--- src/rtl/inv3_pkg.sv ---
// ----------------------------------------------------------------------------
// inv3_pkg
// Shared widths, types and cofactor index tables for the 3x3 matrix inverse.
// ----------------------------------------------------------------------------
`default_nettype none
package inv3_pkg;
  localparam int NEL        = 9;
  localparam int DIN_W      = 16;
  localparam int PROD_W     = 32;
  localparam int COF_W      = 33;
  localparam int DET_W      = 51;
  localparam int MAG_W      = 32;
  localparam int DEN_W      = 50;
  localparam int NUM_W      = 61;
  localparam int QW         = 33;
  localparam int CMP_W      = DEN_W + QW;
  localparam int OUT_W      = 32;
  localparam int SHIFT      = 28;
  localparam int IN_DATA_W  = NEL * DIN_W;
  localparam int OUT_DATA_W = NEL * OUT_W;
  localparam int FIFO_DEPTH = 4;

  localparam logic signed [OUT_W-1:0] Q16_ONE = OUT_W'(65536);
  localparam logic signed [OUT_W-1:0] SAT_MAX = {1'b0, {(OUT_W-1){1'b1}}};
  localparam logic signed [OUT_W-1:0] SAT_MIN = {1'b1, {(OUT_W-1){1'b0}}};

  // cofactor k = m[PA]*m[PB] - m[NA]*m[NB]
  localparam int PA [NEL] = '{4, 2, 1, 5, 0, 2, 3, 1, 0};
  localparam int PB [NEL] = '{8, 7, 5, 6, 8, 3, 7, 6, 4};
  localparam int NA [NEL] = '{5, 1, 2, 3, 2, 0, 4, 0, 1};
  localparam int NB [NEL] = '{7, 8, 4, 8, 6, 5, 6, 7, 3};
  // determinant terms: row 0 times first column of the adjugate
  localparam int CI [3] = '{0, 3, 6};

  typedef logic signed [COF_W-1:0] cof_t;

  typedef struct packed {
    cof_t [NEL-1:0]          cof;
    logic signed [DET_W-1:0] det;
  } job_t;
endpackage
`default_nettype wire

--- src/rtl/inv3_fifo.sv ---
// ----------------------------------------------------------------------------
// inv3_fifo
// Short job queue between the front and the back pipelines.
// ----------------------------------------------------------------------------
`default_nettype none
module inv3_fifo import inv3_pkg::*; #(
  parameter int Depth = FIFO_DEPTH
) (
  input  wire logic clk,
  input  wire logic rst,
  input  wire logic push,
  input  wire job_t wdata,
  output logic      full,
  input  wire logic pop,
  output job_t      rdata,
  output logic      empty
);
  localparam int AW = (Depth > 1) ? $clog2(Depth) : 1;
  localparam int CW = $clog2(Depth + 1);

  job_t mem [Depth];
  logic [AW-1:0] wptr, rptr;
  logic [CW-1:0] count;
  logic do_push, do_pop;

  assign full    = (count == CW'(Depth));
  assign empty   = (count == '0);
  assign do_push = push && !full;
  assign do_pop  = pop && !empty;
  assign rdata   = mem[rptr];

  always_ff @(posedge clk) begin
    if (rst) begin
      wptr  <= '0;
      rptr  <= '0;
      count <= '0;
    end else begin
      if (do_push) begin
        wptr <= (wptr == AW'(Depth - 1)) ? '0 : wptr + 1'b1;
      end
      if (do_pop) begin
        rptr <= (rptr == AW'(Depth - 1)) ? '0 : rptr + 1'b1;
      end
      if (do_push && !do_pop) begin
        count <= count + 1'b1;
      end else if (do_pop && !do_push) begin
        count <= count - 1'b1;
      end
    end
  end

  always_ff @(posedge clk) begin
    if (do_push) begin
      mem[wptr] <= wdata;
    end
  end
endmodule
`default_nettype wire

--- config.mk ---
export PLATFORM = sky130hd
export DESIGN_NAME = inv3_fifo
export DESIGN_NICKNAME = d
export VERILOG_FILES = /design/src/rtl/inv3_pkg.sv /design/src/rtl/inv3_fifo.sv
export SDC_FILE = /design/constraint.sdc
export NUM_CORES = 1
export LEC_CHECK = 0
export BUFFER_PORTS_ARGS = -buffer_cell sky130_fd_sc_hd__buf_2
export CAP_MARGIN = 40
export CELL_PAD_IN_SITES_DETAIL_PLACEMENT = 0
export CELL_PAD_IN_SITES_GLOBAL_PLACEMENT = 1
export CORE_MARGIN = 2
export CORE_UTILIZATION = 29
export DETAILED_ROUTE_END_ITERATION = 16
export PLACE_DENSITY = 0.54
export REMOVE_ABC_BUFFERS = 1
export SETUP_SLACK_MARGIN = 0.1
export SKIP_LAST_GASP = 1
export SLEW_MARGIN = 20
export SYNTH_ARGS = -nofsm -noshare
export SYNTH_HDL_FRONTEND = slang
export SYNTH_SLANG_ARGS = --single-unit
--- constraint.sdc ---
create_clock -name clk -period 18.3 [get_ports clk]
set_clock_uncertainty 0.15 [all_clocks]
set_input_delay 5.49 -clock clk [delete_from_list [all_inputs] [get_ports clk]]
set_output_delay 5.49 -clock clk [all_outputs]
set_load 0.05 [all_outputs]
## Yosys cells after proc, flatten, opt, wreduce, memory -nomap -nowiden

Memory sizes are Yosys's and may differ from the RTL's. A register that Yosys moved wholly into a read port is not among the register bits.
Cells that the tools add are included.

| word-level totals | value |
|---|---|
| register bits | 7 |
| RAM bits | 1392 |
| bits of input ports | 352 |
| word-level logic and storage cells | 29 |
| memories kept | 1 |
| output and inout bits | 350 |

Memory list:

| memory | words | bits a word | rd ports | clocked after memory_dff | wr ports | RTL line | text |
|---|---|---|---|---|---|---|---|
| mem | 4 | 348 | 1 | 1 | 1 | inv3_fifo.sv:21 | `job_t mem [Depth];` |

| cells by class | value |
|---|---|
| $add $sub $neg | 4 |
| multiplexer cells | 8 |
| equal/unequal tests | 3 |
| reductions and logical operators | 10 |

Operators by type and width:

| cell | number |
|---|---|
| $mux 2 | 4 |
| $mux 3 | 2 |
| $add 2x1->2 const B | 2 |
| $eq 2x2->1 const B | 2 |
| $logic_and 1x1->1 | 4 |
| $logic_not 1->1 | 4 |
| $add 3x1->3 const B | 1 |
| $eq 3x3->1 const B | 1 |
| $logic_not 3->1 | 1 |
| $sub 3x1->3 const B | 1 |
| $mux 1 | 2 |
| $reduce_bool 2->1 | 1 |

## Depth between registers and ports, before layout

Gate-level depths: netlist of the first run.

| depth | value |
|---|---|
| word-level depth | 7 |
| depth in mapped cells | 10 |
| depth with buffers taken out | 9 |

## Worst setup path after synthesis of the first run

No wires, ideal clock.

| timing path | value |
|---|---|
| kind | input to register |
| start point | input port push |
| end point | memory mem[3][0] (netlist bit), enable pin |
| arrival | 13.444 ns |
| path buffers | 0 |
| slack | 3.949 ns |
| setup time | 0.757 ns |
| data required time | 17.393 ns |
| stages | 1 |
| cell sequence | and3_1 |

| between the ends | value |
|---|---|
| longest elaborated chain between the ends | 3 |

Ends and longest elaborated chain:

| item | RTL line | text |
|---|---|---|
| from (decl) | inv3_fifo.sv:11 | `input wire logic push,` |
| $logic_and 1x1->1 | inv3_fifo.sv:28 | `assign do_push = push && !full;` |
| $mux 1 | inv3_fifo.sv:53 | `if (do_push) begin` |
| $mux 1 (not written as such) | inv3_fifo.sv:54 | `mem[wptr] <= wdata;` |
| to (decl) | inv3_fifo.sv:21 |  |

No other way between the ends.

==> impl_metrics.env, run 1 <==
export IMPL_timing_critical_path_cells="buf_4 > buf_4 > buf_12 > buf_4 > buf_12 > mux4_1 > buf_2"
export IMPL_num_fill_cells=16330
export IMPL_setup_violations=0
export IMPL_synth_area_per_cell_um2=27.61
export IMPL_areaGrowthSynthToFinish_pct=22.36
export IMPL_ctsHtreeMaxLevel=4
export IMPL_clock_latency_ns=0.77
export IMPL_status="finished, final reports clean"
export IMPL_p_seq_share_pct=40.9
export IMPL_grt_max_degree=135
export IMPL_grt_pass1_wl_um=174100
export IMPL_synth_distinct_cells=23
export IMPL_fin_total_pwr_mw=9.658
export IMPL_syn_cell_area_um2=51580
export IMPL_postCtsHoldBufs=0
export IMPL_synth_largest_type_area_fraction_pct=81.04
export IMPL_initial_standard_cell_utilization_of_the_core_pct=29.23
export IMPL_synth_yosys_warnings=0
export IMPL_static_leakage_power_nw=21.08
export IMPL_core_area_um2=176500
export IMPL_worst_ir_drop_vdd_v=0.0001004
export IMPL_globalRouteTotalUtil_pct=13.26
export IMPL_power_density_nw_per_um2=153.0
export IMPL_fin_worst_hold_slack_ns=0.3470
export IMPL_final_max_slew_viol_count=0
export IMPL_synth_async_reset_ratio_pct=0
export IMPL_cts_inserted_buffers=152
export IMPL_post_cts_setup_buffer_count=0
export IMPL_cp_slowest_stage_delay_ns=0.59
export IMPL_startpoint_type="register"
export IMPL_drt_antenna_violating_nets=0
export IMPL_io_buffer_count=701
export IMPL_final_seq_area_um2=41990
export IMPL_clock_group_share_of_total_power_pct=30.8
export IMPL_die_width_um=425.7
export IMPL_postSynthCellCount=1868
export IMPL_internal_power_mw=6.363
export IMPL_worst_path_max_fanout=45
export IMPL_num_rows=154
export IMPL_layout_drive_gt1_share_pct=38.96
export IMPL_ios=702
export IMPL_drt_iter0_markers=1398
export IMPL_synth_edff_count=1392
export IMPL_mostFrequentLayoutCells="1392 x edfxtp_1, 701 x buf_2, 226 x mux4_1"
export IMPL_globalRoute_totalOverflow=0
export IMPL_cts_root_to_sink_buffers=3
export IMPL_area_of_combinational_cells_with_multiple_inputs_um2=8964
export IMPL_final_common_cell="edfxtp_1"
export IMPL_first_global_vias=24510
export IMPL_cts_sinks=1401
export IMPL_period_minus_slack_ns=9.836
export IMPL_cts_tree="yes"
export IMPL_relSlewSlack_pct=26.84
export IMPL_die_area_um2=181300
export IMPL_share_comb_of_total_power_pct=28.3
export IMPL_timing_critical_path_arrival_ns=4.20
export IMPL_detail_route_wirelength_um=123400
export IMPL_num_vias=23410
export IMPL_worstSetupEndpointType="output port"
export IMPL_synth_ff_type="edfxtp_1"
export IMPL_final_net_count=3044
export IMPL_max_cap_violations=0
export IMPL_cts_reportedPaths_clkPinSlew_ns=0.06
export IMPL_timing_critical_path_max_delay_family="buffers and inverters"
export IMPL_cts_resized=0
export IMPL_root_cell_of_the_clock_tree="clkbuf_16"
export IMPL_first_pass_iters=5
export IMPL_drcViolationCount=0
export IMPL_cpMostUsedCell="buf_4"
export IMPL_route_detailed_vias_per_inst=4.532
export IMPL_routed_wire_length_per_instance_um=23.89
export IMPL_required_ns=12.66
export IMPL_power_switching_fraction_pct=34.11
export IMPL_grt_setup_unrepaired="false"
export IMPL_finalCritPeriodShare_pct=53.75
export IMPL_share_of_synthesized_area_occupied_by_flip_flops_and_latches_pct=81.39
export IMPL_timing_hold_violations_final=0
export IMPL_detailed_place_hpwl_um=79260
export IMPL_synth_seq_cells=1401
export IMPL_critical_path_buf_inv_count=6
export IMPL_grt_antenna_before_repair=68
export IMPL_die_height_um=425.7
export IMPL_hold_class="reg2reg"
export IMPL_worst_slew_pin_transition_ns=1.097
export IMPL_routabilityCongestion=0.7570
export IMPL_max_freq_mhz=101.7
export IMPL_crit_path_top_delay_cell="buf_4"
export IMPL_total_switching_power_mw=3.295
export IMPL_synth_top_cells_by_area="edfxtp_1 81%, mux4_1 12%, mux4_2 5.3%, buf_6 0.72%, buf_2 0.36%"
export IMPL_critical_path_class="reg2out"
export IMPL_synth_area_leader_cell="edfxtp_1"
sequential cells by signal, indices dropped and copies added, names as in the netlist, named ones only:
| name | count |
|---|---|
| wptr | 2 |
| count | 3 |
| mem | 1392 |
| rptr | 2 |
synthesized netlist by cell type, drive strengths merged, types with 3 or more instances:
cell type  count
edfxtp      1392
mux4         348
buf           74
dfxtp          9
clkbuf         6
ha             6
inv            5
and3           4
nor2           4
a21oi          3
metal layers:
layer  vias to the layer above  routed length (um)  share of wire [%]  GRT usage, %
li1                      10060                   -                  -             -
met2                       697               64930                 53         23.27
met5                         -                 183               0.15             0
met4                        28                4878                4.0         5.612
met1                     12310               45960                 37         15.00
met3                       312                7424                6.0         3.890
layout make-up:
cell class | count | share of cell area, %
antenna | 17 | 0.06740
clock inverter | 102 | 1.445
inverter | 5 | 0.02974
clock buffer | 175 | 6.332
timing repair buffer | 743 | 6.760
multi-input combinational | 382 | 14.20
sequential | 1401 | 66.53
tap | 2340 | 4.639
power groups by stage:
| stage | Combinational, mW | Clock [mW] | Sequential [mW] |
|---|---|---|---|
| floorplan | 1.99 | 0 | 4.23 |
| global placement | 2.72 | 0 | 4.03 |
| detailed placement | 2.79 | 0 | 4.02 |
| CTS | 2.79 | 3.07 | 3.96 |
| global route | 2.84 | 3.20 | 3.98 |
| finish | 2.73 | 2.97 | 3.95 |
per-stage QoR:
stage / instance area (um2) / setup slack [ns] / util, % / TNS, ns / std cells
2_1_floorplan: 50940 / -0.8498 / - / -207.46 / 1788
6_report: 63120 / 8.464 / 35.76 / 0 / 5165
4_1_cts: 63000 / 8.125 / 35.69 / 0 / 5145
3_3_place_gp: 57680 / 8.505 / 32.68 / 0 / 4852
5_1_grt: 63110 / 8.209 / 35.75 / 0 / 5161
3_5_place_dp: 58090 / 9.007 / 32.91 / 0 / 4868
worst min-delay path, cell delays in order, from the launching register on:
cell,delay (ns)
dfxtp_1,0.32
nand2_1,0.06
a21oi_1,0.07
path summary, 6_finish.rpt:
check,slack (ns),cells past startpoint,startpoint,endpoint
hold / removal,0.35,2,rptr[0]$_SDFFE_PP0P_,register
hold reg to reg,0.35,2,rptr[0]$_SDFFE_PP0P_,register
setup reg to reg,14.76,6,count[0]$_SDFFE_PP0P_,mem[2][96]$_DFFE_PP_
setup / recovery,8.46,7,register,rdata[59]
cell families after synthesis:
| kind of cell | after synthesis | share of synthesized area [%] |
|---|---|---|
| AOI/OAI and AO/OA | 7 | 0.07760 |
| buffers and inverters | 85 | 1.276 |
| and+or+nand+nor | 16 | 0.1649 |
| adders and majority gates | 7 | 0.1843 |
| DFF | 1401 | 81.39 |
| xor gates and xnor gates | 2 | 0.03397 |
| muxes | 350 | 16.88 |
No activity file was read; power rests on OpenSTA's default activity.
==> inputs of run 2 (changes only) <==
--- a/config.mk
+++ b/config.mk
@@ -5,6 +5,7 @@
 export SDC_FILE = /design/constraint.sdc
 export NUM_CORES = 1
 export LEC_CHECK = 0
+export ABC_AREA = 1
 export BUFFER_PORTS_ARGS = -buffer_cell sky130_fd_sc_hd__buf_2
 export CAP_MARGIN = 40
 export CELL_PAD_IN_SITES_DETAIL_PLACEMENT = 0
@@ -12,7 +13,7 @@
 export CORE_MARGIN = 2
 export CORE_UTILIZATION = 29
 export DETAILED_ROUTE_END_ITERATION = 16
-export PLACE_DENSITY = 0.54
+export PLACE_DENSITY = 0.59
 export REMOVE_ABC_BUFFERS = 1
 export SETUP_SLACK_MARGIN = 0.1
 export SKIP_LAST_GASP = 1
==> constraint.sdc (replaced) <==
create_clock -name clk -period 8.3 [get_ports clk]
set_clock_uncertainty 0.15 [all_clocks]
set_input_delay 2.49 -clock clk [delete_from_list [all_inputs] [get_ports clk]]
set_output_delay 2.49 -clock clk [all_outputs]
set_load 0.05 [all_outputs]
==> run 2 against run 1 <==
  * First-iteration DRC count is 21% higher
  * Register-to-register slack worse by 9.5 ns
  * Hold slack gained 0.026 ns
  * Final area down 0.39%
  * Die area is essentially flat
  * Sequential share of layout area grew 0.26 points
  * Area after synthesis barely moved
  * Largest power group is now combinational cells
  * Final cell count is 28% higher
  * Core utilization decreased by 0.099 points
==> impl_metrics.env, run 2 <==
export IMPL_status="finished, final reports clean"
export IMPL_timing_critical_path_arrival_ns=3.46
export IMPL_post_place_cells=6306
export IMPL_area_of_combinational_cells_with_multiple_inputs_um2=8564
export IMPL_crit_path_top_delay_cell="dfxtp_4"
export IMPL_ctsHtreeMaxLevel=4
export IMPL_detail_route_wirelength_um=140500
export IMPL_final_common_cell="edfxtp_1"
export IMPL_post_dp_cell_area_um2=57830
export IMPL_route_detailed_vias_per_inst=4.726
export IMPL_synth_distinct_cells=21
export IMPL_num_fill_cells=16990
export IMPL_core_area_um2=176300
export IMPL_max_freq_mhz=163.9
export IMPL_final_seq_area_um2=41990
export IMPL_relSlewSlack_pct=14.85
export IMPL_finalCritPeriodShare_pct=73.52
export IMPL_first_pass_iters=5
export IMPL_clock_latency_ns=0.77
export IMPL_detailed_place_hpwl_um=85330
export IMPL_grt_setup_unrepaired="false"
export IMPL_hold_class="reg2reg"
export IMPL_reg2regPathDepth=6
export IMPL_timing_critical_path_cells="buf_12 > buf_4 > o21ai_0 > o22ai_1 > buf_2"
export IMPL_worst_ir_drop_vdd_v=0.0002436
export IMPL_synth_seq_cells=1401
export IMPL_num_vias=31270
export IMPL_grt_max_degree=158
export IMPL_regMostFlops="mem"
export IMPL_synth_async_reset_ratio_pct=0
export IMPL_worst_hold_start="count[1]$_SDFFE_PP0P_"
export IMPL_max_cap_violations=0
export IMPL_required_ns=5.66
export IMPL_static_leakage_power_nw=21.42
export IMPL_largest_reg_flops=1392
export IMPL_cp_slowest_stage_delay_ns=0.70
export IMPL_postCtsHoldBufs=0
export IMPL_regToRegStartpoint="count[0]$_SDFFE_PP0P_"
export IMPL_synth_ff_type="edfxtp_1"
export IMPL_crit_reg2reg_capture="mem[0][8]$_DFFE_PP_"
export IMPL_worst_slew_pin_transition_ns=1.277
export IMPL_power_density_nw_per_um2=387.7
export IMPL_cts_sinks=1401
export IMPL_drt_antenna_violating_nets=0
export IMPL_cts_resized=0
export IMPL_cts_inserted_buffers=156
export IMPL_tns_ns=0
export IMPL_period_minus_slack_ns=6.102
export IMPL_synth_yosys_warnings=0
export IMPL_globalRouteTotalUtil_pct=15.01
export IMPL_timing_hold_violations_final=0
export IMPL_synth_top_cells_by_count="1392 x edfxtp_1, 713 x nor2_1, 592 x o21ai_0, 348 x o22ai_1, 154 x clkbuf_1"
export IMPL_utilization_pct=35.66
export IMPL_synth_most_common_cell="edfxtp_1"
export IMPL_first_global_vias=29930
export IMPL_die_height_um=425.6
export IMPL_worst_path_max_fanout=157
export IMPL_ios=702
export IMPL_post_cts_setup_buffer_count=0
export IMPL_routabilityCongestion=0.7599
export IMPL_globalRoute_totalOverflow=0
export IMPL_cts_root_to_sink_buffers=3
export IMPL_hold_path_cell_count=2
export IMPL_final_max_slew_viol_count=0
export IMPL_num_rows=154
export IMPL_die_width_um=425.6
export IMPL_cts_reportedPaths_clkPinSlew_ns=0.06
export IMPL_drt_iter0_markers=1687
export IMPL_critical_path_class="reg2out"
export IMPL_io_buffer_count=701
export IMPL_min_delay_worst_endpoint="count[1]$_SDFFE_PP0P_"
export IMPL_layout_drive_gt1_share_pct=23.13
export IMPL_setup_violations=0
export IMPL_instances_no_fill=6616
export IMPL_routed_wire_length_per_instance_um=21.23
export IMPL_areaGrowthSynthToFinish_pct=21.95
export IMPL_synth_top_cells_by_area="edfxtp_1 81%, o21ai_0 5.7%, nor2_1 5.2%, o22ai_1 4.2%, clkbuf_1 1.1%"
export IMPL_startpoint_type="register"
export IMPL_biggestRegsByFlops="mem (1392), count (3)"
export IMPL_syn_cell_area_um2=51560
export IMPL_final_cell_area_um2=62870
export IMPL_cts_tree="yes"
export IMPL_final_net_count=4484
export IMPL_synth_largest_type_area_fraction_pct=81.08
export IMPL_postSynthCellCount=3436
export IMPL_synth_area_leader_cell="edfxtp_1"
export IMPL_die_area_um2=181200
export IMPL_root_cell_of_the_clock_tree="clkbuf_16"
export IMPL_synth_edff_count=1392
export IMPL_share_of_synthesized_area_occupied_by_flip_flops_and_latches_pct=81.43
export IMPL_grt_pass1_wl_um=201800
export IMPL_worstSetupEndpointType="output port"
export IMPL_synth_area_per_cell_um2=15.00
export IMPL_mostFrequentLayoutCells="1392 x edfxtp_1, 709 x nor2_1, 701 x buf_2"
export IMPL_drcViolationCount=0
export IMPL_slack_of_the_worst_reg_to_reg_path_ns=5.25
export IMPL_initial_standard_cell_utilization_of_the_core_pct=29.24
export IMPL_grt_antenna_before_repair=75
## run 2: worst max-delay path by stage
stage,start,endpoint,slack (ns)
2_1_floorplan,register,rdata[0],-22.92
3_3_place_gp,register,rdata[37],3.01
3_5_place_dp,register,rdata[283],2.99
4_1_cts,register,rdata[283],2.06
5_1_grt,register,rdata[283],1.88
6_report,register,rdata[283],2.20
## run 2: layer usage
metal  part of all wire, %  global-route usage [%]
met2                    50                   25.20
met5                  0.15                       0
met1                    39                   17.66
met4                   4.6                   7.228
met3                   6.0                   4.261
## run 2: area by class of cell
class | instances | share of cell area [%]
antenna | 27 | 0.1075
clock buffer | 187 | 6.529
clock inverter | 95 | 1.339
inverter | 18 | 0.1313
multi-input combinational | 1786 | 13.62
sequential | 1401 | 66.78
tap | 2340 | 4.657
timing repair buffer | 762 | 6.830
## run 2: where the power goes
part / internal (mW) / total [mW] / switching, mW
Sequential: 8.62 / 8.80 / 0.177
Clock: 3.88 / 6.66 / 2.78
Combinational: 1.73 / 8.93 / 7.19
## run 2: critical path: cells and delay by family (launching register included)
family                 cells  cell delay, ns
buffers and inverters      3            1.30
flip-flops                 1            0.70
AO/OA/AOI/OAI              2            0.37
## run 2: cell families (layout without fill, tap and decap cells)
family / Yosys count / in the layout / synth area share, %
flip-flops: 1401 / 1401 / 81.43
AO/OA/AOI/OAI: 1047 / 1047 / 11.01
AND/OR/NAND/NOR: 731 / 731 / 5.344
buffers and inverters: 249 / 1062 / 2.019
adder cells (fa/ha/maj): 7 / 7 / 0.1844
XOR/XNOR: 1 / 1 / 0.01699
other: 0 / 27 / 0
## run 2: through the flow
| step | hold slack, ns | setup slack, ns | power [mW] |
|---|---|---|---|
| 4_1_cts | 0.3784 | 2.060 | 24.75 |
| 5_1_grt | 0.4251 | 1.880 | 25.46 |
| 2_1_floorplan | 0.3327 | -22.92 | 15.72 |
| 3_3_place_gp | 0.3687 | 3.012 | 17.98 |
| 6_report | 0.3727 | 2.198 | 24.38 |
| 3_5_place_dp | 0.3704 | 2.992 | 18.01 |
